==> config.mk <==
export PLATFORM = sky130hd
export DESIGN_NAME = adpcm_b_encoder
export DESIGN_NICKNAME = d
export VERILOG_FILES = /design/src/adpcmb_pkg.sv /design/src/adpcm_b_encoder.sv
export SDC_FILE = /design/constraint.sdc
export NUM_CORES = 1
export LEC_CHECK = 0
export ABC_AREA = 1
export BUFFER_PORTS_ARGS = -buffer_cell sky130_fd_sc_hd__buf_2
export CORE_UTILIZATION = 40
export DETAILED_ROUTE_END_ITERATION = 6
export PLACE_DENSITY_LB_ADDON = 0.12
export SLEW_MARGIN = 5
export SYNTH_ARGS = -nofsm -noshare
export SYNTH_HDL_FRONTEND = slang
export SYNTH_SLANG_ARGS = --single-unit
==> constraint.sdc <==
create_clock -name i_clk -period 7.4 [get_ports i_clk]
set_clock_uncertainty 0.05 [all_clocks]
set_input_delay 1.48 -clock i_clk [delete_from_list [all_inputs] [get_ports i_clk]]
set_output_delay 1.48 -clock i_clk [all_outputs]
set_load 0.03 [all_outputs]
==> src/adpcmb_pkg.sv <==
// Shared constants and the step scale table for the ADPCM-B encoder.
// No dependencies; imported by adpcm_b_encoder.
package adpcmb_pkg;

    localparam int unsigned PCM_W      = 16;
    localparam int unsigned PRED_W     = 24;
    localparam int unsigned STEP_W     = 15;
    localparam int unsigned NIB_W      = 4;
    localparam int unsigned BYTE_W     = 8;
    localparam int unsigned CODE_W     = 3;

    localparam logic [STEP_W-1:0] STEP_MIN = 15'd127;
    localparam logic [STEP_W-1:0] STEP_MAX = 15'h5fff;

    localparam logic signed [PRED_W-1:0] PRED_MAX = 24'sh7fffff;
    localparam logic signed [PRED_W-1:0] PRED_MIN = -24'sh800000;

    // Step multiplier in 1/64 units, indexed by magnitude code
    function automatic logic [7:0] step_scale(input logic [CODE_W-1:0] code);
        logic [7:0] f;
        case (code)
            3'd4:    f = 8'd77;
            3'd5:    f = 8'd102;
            3'd6:    f = 8'd128;
            3'd7:    f = 8'd153;
            default: f = 8'd57;
        endcase
        return f;
    endfunction

endpackage

==> src/adpcm_b_encoder.sv <==
// ADPCM-B (delta-T) encoder top level: predictor, adaptive step, nibble packing.
// Depends on adpcmb_pkg.
//
// Usage
//  - Input stream: one signed 16-bit PCM sample per transaction on s_axis.
//    tuser set marks the first sample of a clip: predictor, step size and
//    nibble phase return to their reset values before that sample is coded.
//  - Output stream: one code byte on m_axis for every second sample, the
//    earlier sample's nibble in bits 7..4. An odd trailing sample of a clip
//    stays held and is dropped by the next start of clip.
//  - For each sample, the accept cycle forms the difference, the shared
//    compare/subtract unit then produces the 3-bit magnitude code one quotient
//    bit at a time, and the update state updates predictor and step.
//    o_s_axis_tready is high only while the sequencer is idle.
//  - The code byte appears in the output register on the edge that ends the
//    update cycle of the second sample.
//  - A stalled receiver does not hold the input side until a second byte is
//    ready: the update cycle then waits until the output register drains.
//  - i_rst_n (synchronous, active low) returns the coder state to its clip
//    start values and empties the output register.
module adpcm_b_encoder (
    input  logic                          i_clk,
    input  logic                          i_rst_n,
    // slave side
    input  logic                          i_s_axis_tvalid,
    output logic                          o_s_axis_tready,
    input  logic [adpcmb_pkg::PCM_W-1:0]  i_s_axis_tdata,  // [15:0] pcm_sample
    input  logic                          i_s_axis_tuser,  // [0] start_of_clip
    // master side
    output logic                          o_m_axis_tvalid,
    input  logic                          i_m_axis_tready,
    output logic [adpcmb_pkg::BYTE_W-1:0] o_m_axis_tdata   // [7:0] code_byte
);
    import adpcmb_pkg::*;

    typedef enum logic [1:0] {
        ST_IDLE,
        ST_DIV,
        ST_UPD
    } t_state;

    t_state                    r_state;
    logic signed [PRED_W-1:0]  r_pred;
    logic [STEP_W-1:0]         r_step;
    logic [NIB_W-1:0]          r_held;
    logic                      r_phase;
    logic                      r_sign;
    logic [PRED_W+1:0]         r_rem;    // 4*|d|
    logic [STEP_W+1:0]         r_div;    // step, step*2, step*4
    logic [CODE_W-1:0]         r_code;
    logic [1:0]                r_cnt;
    logic                      r_out_valid;
    logic [BYTE_W-1:0]         r_out_data;

    logic                      w_in_acc;
    logic                      w_out_acc;
    logic signed [PRED_W-1:0]  w_pred_eff;
    logic signed [PRED_W:0]    w_d;
    logic [PRED_W-1:0]         w_mag;
    logic [PRED_W+2:0]         w_diff;
    logic                      w_fit;
    logic [NIB_W-1:0]          w_nib;
    logic [STEP_W+3:0]         w_mult;
    logic [STEP_W:0]           w_adj;
    logic signed [PRED_W:0]    w_psum;
    logic signed [PRED_W-1:0]  w_pnew;
    logic [STEP_W+7:0]         w_sprod;
    logic [STEP_W+1:0]         w_sraw;
    logic [STEP_W-1:0]         w_snew;
    logic                      w_emit_ok;
    logic                      w_emit;

    function automatic logic [STEP_W-1:0] start_step(input logic start,
                                                     input logic [STEP_W-1:0] step);
        return start ? STEP_MIN : step;
    endfunction

    assign w_in_acc  = i_s_axis_tvalid && o_s_axis_tready;
    assign w_out_acc = r_out_valid && i_m_axis_tready;

    // Difference against the predictor, with clip start applied first
    assign w_pred_eff = i_s_axis_tuser ? '0 : r_pred;
    assign w_d = {{(PRED_W+1-PCM_W){i_s_axis_tdata[PCM_W-1]}}, i_s_axis_tdata}
               - {w_pred_eff[PRED_W-1], w_pred_eff};
    assign w_mag = w_d[PRED_W] ? PRED_W'(-w_d) : w_d[PRED_W-1:0];

    // Shared compare/subtract unit: one quotient bit per cycle
    assign w_diff = {1'b0, r_rem} - {{(PRED_W+2-STEP_W-1){1'b0}}, r_div};
    assign w_fit  = !w_diff[PRED_W+2];

    // Update path
    assign w_nib  = {r_sign, r_code};
    assign w_mult = {r_code, 1'b1} * r_step;
    assign w_adj  = r_sign ? (STEP_W+1)'((w_mult + 19'd7) >> 3)
                           : (STEP_W+1)'(w_mult >> 3);
    assign w_psum = r_sign
                  ? {r_pred[PRED_W-1], r_pred} - {{(PRED_W-STEP_W){1'b0}}, w_adj}
                  : {r_pred[PRED_W-1], r_pred} + {{(PRED_W-STEP_W){1'b0}}, w_adj};
    // Overflow out of 24 bits shows as the top two sum bits disagreeing
    always_comb begin
        if (w_psum[PRED_W] != w_psum[PRED_W-1]) begin
            w_pnew = w_psum[PRED_W] ? PRED_MIN : PRED_MAX;
        end else begin
            w_pnew = w_psum[PRED_W-1:0];
        end
    end

    assign w_sprod = step_scale(r_code) * r_step;
    assign w_sraw  = w_sprod[STEP_W+7:6];
    always_comb begin
        if (w_sraw > {2'b00, STEP_MAX}) begin
            w_snew = STEP_MAX;
        end else if (w_sraw < {2'b00, STEP_MIN}) begin
            w_snew = STEP_MIN;
        end else begin
            w_snew = w_sraw[STEP_W-1:0];
        end
    end

    // Odd-phase update may only finish once the output register has room
    assign w_emit_ok = !r_phase || !r_out_valid || i_m_axis_tready;
    assign w_emit    = (r_state == ST_UPD) && r_phase && w_emit_ok;

    always_ff @(posedge i_clk) begin
        if (!i_rst_n) begin
            r_state     <= ST_IDLE;
            r_pred      <= '0;
            r_step      <= STEP_MIN;
            r_held      <= '0;
            r_phase     <= 1'b0;
            r_cnt       <= '0;
            r_out_valid <= 1'b0;
        end else begin
            if (w_emit) begin
                r_out_valid <= 1'b1;
            end else if (w_out_acc) begin
                r_out_valid <= 1'b0;
            end
            case (r_state)
                ST_IDLE: begin
                    if (w_in_acc) begin
                        if (i_s_axis_tuser) begin
                            r_pred  <= '0;
                            r_step  <= STEP_MIN;
                            r_held  <= '0;
                            r_phase <= 1'b0;
                        end
                        r_sign  <= w_d[PRED_W];
                        r_rem   <= {w_mag, 2'b00};
                        r_div   <= {start_step(i_s_axis_tuser, r_step), 2'b00};
                        r_code  <= '0;
                        r_cnt   <= '0;
                        r_state <= ST_DIV;
                    end
                end
                ST_DIV: begin
                    if (w_fit) begin
                        r_rem <= w_diff[PRED_W+1:0];
                    end
                    r_code <= {r_code[CODE_W-2:0], w_fit};
                    r_div  <= r_div >> 1;
                    r_cnt  <= r_cnt + 2'd1;
                    if (r_cnt == 2'd2) begin
                        r_state <= ST_UPD;
                    end
                end
                ST_UPD: begin
                    if (w_emit_ok) begin
                        r_pred <= w_pnew;
                        r_step <= w_snew;
                        if (r_phase) begin
                            r_out_data  <= {r_held, w_nib};
                            r_phase     <= 1'b0;
                        end else begin
                            r_held  <= w_nib;
                            r_phase <= 1'b1;
                        end
                        r_state <= ST_IDLE;
                    end
                end
                default: begin
                    r_state <= ST_IDLE;
                end
            endcase
        end
    end

    assign o_s_axis_tready = (r_state == ST_IDLE);
    assign o_m_axis_tvalid = r_out_valid;
    assign o_m_axis_tdata  = r_out_data;

    // Step size never leaves its clamp range
    a_step_range: assert property (@(posedge i_clk) disable iff (!i_rst_n)
        (r_step >= STEP_MIN) && (r_step <= STEP_MAX))
        else $error("step size out of range");

    // An accepted sample always starts the quotient iteration
    a_acc_div: assert property (@(posedge i_clk) disable iff (!i_rst_n)
        w_in_acc |=> (r_state == ST_DIV) && (r_cnt == 2'd0))
        else $error("accepted sample did not enter division");

    // Iteration counter stays within the three quotient bits
    a_cnt: assert property (@(posedge i_clk) disable iff (!i_rst_n)
        (r_state == ST_DIV) |-> (r_cnt <= 2'd2))
        else $error("division counter overrun");

    // A completed odd-phase update always presents a byte
    a_emit: assert property (@(posedge i_clk) disable iff (!i_rst_n)
        (r_state == ST_UPD) && r_phase && w_emit_ok |=> r_out_valid && !r_phase)
        else $error("code byte not emitted");

endmodule

==> impl_metrics.py, run 1 <==
metrics = {
    "floorplan": {
        "dieArea_sq_um": 38740,
        "io_pins": 31,
        "design.core.area_sq_um": 36960,
        "rows": 70,
        "fp.dieH_um": 196.8,
        "die_w_um": 196.8,
        "start_util_pct": 41.08,
    },
    "sta": {
        "slew_violations": 0,
        "rsz0062_at_grt": "no",
        "worstMarginPinSlew_ps": 1254,
        "max_freq_mhz": 145.2,
        "relSlewSlack_pct": 15.77,
        "finalSetupViolations": 0,
        "whs_ps": 392.1,
        "min_period_ps": 6889,
        "period_share_pct": 93.10,
        "final_hold_viol_count": 0,
        "setup_tns_ps": 0,
    },
    "power_and_ir_drop": {
        "power_mw": 4.582,
        "pwr-share-seq_pct": 16.1,
        "clkPwrFrac_pct": 11.6,
        "power_density_nw_per_um2": 282.5,
        "switching_power_mw": 2.459,
        "p_leak_nw": 8.536,
        "p_sw_share_pct": 53.66,
        "p_int_mw": 2.123,
        "ir_drop_mv": 0.2712,
        "p_comb_share_pct": 72.3,
    },
    "clocking": {
        "clkSinkCount": 104,
        "clk_pin_slew_ps": 80,
        "clock_latency_ps": 370,
        "htreeDepth": 3,
        "cts_max_path_buffers": 2,
        "tritoncts": "done",
        "cts_made_buffers": 9,
        "cts_setup_buffers": 0,
        "ctsHoldBuffers": 0,
        "cts-root-buf": "clkbuf_16",
    },
    "worst_setup_path": {
        "max_stage_delay_ps": 550,
        "cp-start-kind": "register",
        "worst_setup_path_end_kind": "register",
        "critPathArrivalTime_ps": 7090,
        "worstPathMaxFanout": 30,
        "crit_buf_inv": 8,
        "critical_path.slowest_cell": "fa_1",
        "cp.required_ps": 7610,
        "worstSetupPathType": "register to register",
        "crit_path_frequent_cell": "nand2_1",
        "critPathTopFamily": "adder cells",
    },
    "synth": {
        "async_reset_ff_share_pct": 0,
        "syn-mean-instance-area_sq_um": 6.697,
        "synth_edf_count": 55,
        "yosys_warnings": 0,
        "syn_nets": 2525,
        "syn-instance-count": 2267,
        "yosys-top-cells-count": "nand2_1, inv_1, nor2_1",
        "synth_area_leaders": "fa_1, nand2_1, edfxtp_1",
        "synth.most_common_cell": "nand2_1",
        "synthFlopType": "edfxtp_1",
        "synth_top_area_share_pct": 13.98,
        "synth_seq_cells": 104,
        "seq_area_frac_synth_pct": 17.34,
        "synth_cell_types": 52,
        "yosys.area.top_type": "fa_1",
        "syn_area_sq_um": 15180,
    },
    "cells_and_area": {
        "finalNetCount": 2526,
        "fillers": 3972,
        "drive_above_1_share_pct": 5.191,
        "fin_cells": 2777,
        "syn_to_final_growth_pct": 6.848,
        "antennaDiodeCount": 0,
    },
    "placed_design": {
        "place.port_buffers": 30,
        "place_inst": 2761,
        "dpl.hpwl_um": 36230,
        "gp_congestion": 0.9252,
    },
    "global_route": {
        "grt-ovfl-total": 0,
        "grt_pass1_vias": 13675,
        "track_usage_pct": 23.05,
        "grt_pass1_wl_um": 70950,
        "grt_antenna_before_repair": 0,
        "grt_max_degree": 62,
    },
    "hold_path": {
        "min_path_type": "register to register",
    },
    "run_status": {
        "status": "finished clean",
    },
    "detailed_routing": {
        "vias": 14144,
        "first_iter_violations": 1056,
        "viasPerCell": 5.093,
        "routedWlPerCell_um": 15.65,
        "first_pass_iters": 5,
        "drc": 0,
        "drt-total-wl_um": 43460,
        "final_antenna_net_count": 0,
    },
    "job": {
        "maxCapViolCount": 0,
    },
}
what timing repair did:
item | 4_1_cts | 5_1_grt
setup endpoints to repair | 0 | 32
resized for setup | 0 | 7
endpoints found under the hold margin | 0 | 0
per-layer routing:
layer / up-vias / track usage [%] / wire length (um)
met4: 0 / 5.828 / 867
met3: 52 / 2.909 / 2302
li1: 7178 / - / -
met1: 6571 / 33.14 / 21200
met5: - / 0 / 0
met2: 343 / 36.42 / 19090
cell usage in the layout, fill, tap and decap left out, types with 13 or more instances in the layout:
cell type  netlist  routed
fa_1           106     106
buf_4            2      24
nand4_1         19      19
dfxtp_1         49      47
nand3_1         99      99
buf_2            5      30
nor3_1          26      26
a21o_1          13      13
edfxtp_1        55      55
a21oi_1        156     156
nor2_1         226     221
inv_1          423     422
xnor2_1         22      22
ha_1           131     131
o21ai_0        127     127
xor2_1          58      58
nand2_1        553     553
layout make-up:
| type | instances | area, sq um | area share (%) |
|---|---|---|---|
| clock buffers | 9 | 225.2 | 1.388 |
| flip-flops and latches | 104 | 2635 | 16.24 |
| clock inverters | 7 | 95.09 | 0.5862 |
| well taps | 504 | 630.6 | 3.887 |
| multi-input cells | 1671 | 10700 | 65.95 |
| repair buffers | 54 | 330.3 | 2.036 |
| inverters | 428 | 1607 | 9.904 |
flip-flops by register name (all words and copies together), names as in the netlist, 2 cells and up:
signal          flops
r_state             2
r_div              17
r_held              4
r_pred             24
o_m_axis_tdata      8
r_step             15
r_rem              26
r_cnt               2
r_code              3
power by group through the flow:
| stage | clock network (mW) | logic, mW | registers (mW) |
|---|---|---|---|
| final | 0.530 | 3.31 | 0.738 |
| after global routing | 0.561 | 3.81 | 0.745 |
| after CTS | 0.542 | 3.29 | 0.737 |
| after detailed placement | 0 | 3.28 | 0.750 |
| after global placement | 0 | 3.23 | 0.748 |
| after floorplan | 0 | 2.56 | 0.714 |
worst register-to-register path: cells and delay by family (launching register included):
family / cells / cell delay, ps
fa+ha+maj: 5 / 2080
xor+xnor: 1 / 130
compound gates: 5 / 1120
buf+inv: 8 / 1400
flops: 1 / 440
simple gates: 13 / 1530
logic make-up after synthesis:
group	share of synthesized area, %
AOI/OAI and AO/OA	13.24
and+or+nand+nor	26.72
muxes	0.7912
buffers and inverters	12.42
xor gates and xnor gates	4.722
adders and majority gates	24.77
DFF	17.34
through the flow:
step / setup slack (ps) / utilization, % / cell area (sq um)
6_report: 510.9 / 43.89 / 16220
5_1_grt: 30.65 / 43.89 / 16220
4_1_cts: 298.1 / 43.83 / 16200
3_5_place_dp: 374.5 / 42.97 / 15880
3_3_place_gp: 464.3 / 42.97 / 15880
2_1_floorplan: 1112 / - / 15180
path summary, 6_finish.rpt:
check / from / endpoint / slack (ps) / cells past startpoint
min: r_held[0]$_SDFFE_PN0P_ / o_m_axis_tdata[4]$_DFFE_PP_ / 390 / 0
min reg2reg: r_held[0]$_SDFFE_PN0P_ / o_m_axis_tdata[4]$_DFFE_PP_ / 390 / 0
max reg2reg: r_code[1]$_SDFFCE_PN0P_ / r_step[2]$_SDFFE_PN1P_ / 510 / 32
max: r_code[1]$_SDFFCE_PN0P_ / r_step[2]$_SDFFE_PN1P_ / 510 / 32
No activity file was read; power rests on OpenSTA's default activity.
==> run 2: changes to the inputs <==
- CELL_PAD_IN_SITES_DETAIL_PLACEMENT: not set -> 1
- CELL_PAD_IN_SITES_GLOBAL_PLACEMENT: not set -> 2
- CORE_ASPECT_RATIO: not set -> 1.2
- CORE_UTILIZATION: 40 -> 37
==> impl_metrics.py, run 2 (synthesis gave the netlist of run 1 again) <==
metrics = {
    "run_status": {
        "status": "finished clean",
    },
    "sta": {
        "max_freq_mhz": 145.3,
        "relSlewSlack_pct": 23.76,
        "period_share_pct": 93.02,
        "slew_violations": 0,
        "rsz0062_at_grt": "no",
        "worstMarginPinSlew_ps": 1142,
        "layout_setup_ws_ps": 516.7,
        "finalSetupViolations": 0,
        "final_hold_viol_count": 0,
        "setup_tns_ps": 0,
        "min_period_ps": 6883,
    },
    "worst_setup_path": {
        "worst_setup_path_end_kind": "register",
        "cp-start-kind": "register",
        "worstPathMaxFanout": 15,
        "critPathArrivalTime_ps": 7180,
        "crit_buf_inv": 7,
        "worstSetupPathType": "register to register",
        "max_stage_delay_ps": 540,
        "critical_path.slowest_cell": "fa_1",
        "crit_path_frequent_cell": "nand2_1",
        "critPathTopFamily": "adder cells",
        "cp.required_ps": 7700,
    },
    "detailed_routing": {
        "viasPerCell": 5.136,
        "drc": 0,
        "final_antenna_net_count": 0,
        "routedWlPerCell_um": 17.81,
        "vias": 14468,
        "drt-total-wl_um": 50160,
        "first_pass_iters": 5,
        "first_iter_violations": 571,
    },
    "cells_and_area": {
        "largest-register": "r_rem",
        "finalNetCount": 2537,
        "reg_top3": "r_rem: 26 flops, r_pred: 24 flops, r_div: 17 flops",
        "antennaDiodeCount": 0,
        "largest_register_ffs": 26,
        "syn_to_final_growth_pct": 7.846,
        "drive_above_1_share_pct": 5.604,
        "final_common_cell": "nand2_1",
        "final_cell_mix": "nand2_1, inv_1, nor2_1, a21oi_1, ha_1",
    },
    "floorplan": {
        "io_pins": 31,
        "rows": 80,
        "fp.dieH_um": 223.9,
        "die_w_um": 186.9,
        "start_util_pct": 37.82,
        "design.core.area_sq_um": 40140,
        "dieArea_sq_um": 41850,
    },
    "power_and_ir_drop": {
        "power_density_nw_per_um2": 284.8,
        "power_mw": 4.663,
        "p_leak_nw": 8.609,
        "ir_drop_mv": 0.1510,
    },
    "clocking": {
        "cts_max_path_buffers": 2,
        "clk_pin_slew_ps": 100,
        "clock_latency_ps": 400,
        "ctsHoldBuffers": 0,
        "htreeDepth": 3,
        "cts_made_buffers": 9,
        "tritoncts": "done",
        "cts-root-buf": "clkbuf_16",
        "clkSinkCount": 104,
    },
    "job": {
        "maxCapViolCount": 0,
    },
    "global_route": {
        "grt_pass1_wl_um": 81320,
        "grt_max_degree": 62,
        "grt_antenna_before_repair": 0,
        "grt_pass1_vias": 15312,
        "track_usage_pct": 24.62,
        "grt-ovfl-total": 0,
    },
    "placed_design": {
        "place.port_buffers": 30,
        "gp_congestion": 0.9503,
        "dpl.hpwl_um": 42580,
        "preCtsSetupSlack_ps": 264.0,
    },
    "hold_path": {
        "min_path_type": "register to register",
    },
}
run 2: changes by cell type in the layout (fill, tap and decap cells not counted), sizes merged:
cell    delta
nand3      +1
inv        +1
buf       +10
bufinv     -1
run 2: metal layers:
layer | GRT usage [%] | vias up | wire length, um
met1 | 29.18 | 7040 | 21650
li1 | - | 7209 | -
met2 | 46.98 | 167 | 26220
met5 | 0 | - | 0
met3 | 1.050 | 52 | 911
met4 | 8.567 | 0 | 1378
run 2: layout make-up:
class | instances | area (sq um)
clock inverter | 7 | 96.34
tap | 533 | 666.9
fill | 5253 | 23770
sequential | 104 | 2633
multi-input combinational | 1672 | 10740
inverter | 428 | 1607
clock buffer | 9 | 225.2
timing repair buffer | 64 | 409.1
run 2: where the power goes:
part	internal [mW]	total [mW]	switching [mW]
clock network	0.250	0.548	0.297
logic	1.19	3.38	2.19
registers	0.679	0.733	0.0544
total	2.12	4.66	2.55
run 2: final timing paths:
path                            from                     endpoint  slack [ps]  cells after the start
min reg2reg   r_held[0]$_SDFFE_PN0P_  o_m_axis_tdata[4]$_DFFE_PP_         400                      0
min           r_held[0]$_SDFFE_PN0P_  o_m_axis_tdata[4]$_DFFE_PP_         400                      0
max          r_code[1]$_SDFFCE_PN0P_       r_step[2]$_SDFFE_PN1P_         520                     29
max reg2reg  r_code[1]$_SDFFCE_PN0P_       r_step[2]$_SDFFE_PN1P_         520                     29
run 2: stage by stage:
stage          utilization, %  instances  hold WS, ps  instance area (sq um)
6_report                40.79       2817        401.8                  16370
4_1_cts                 40.62       2814        405.4                  16300
5_1_grt                 40.79       2817        412.7                  16370
3_5_place_dp            39.82       2798        381.3                  15980
3_3_place_gp            39.82       2798        366.0                  15980
2_1_floorplan               -       2267        358.6                  15180
run 2: timing repair:
item,in CTS,in global routing
buffers inserted,0,2
endpoints found under the setup margin,0,38
gates resized for setup,0,11
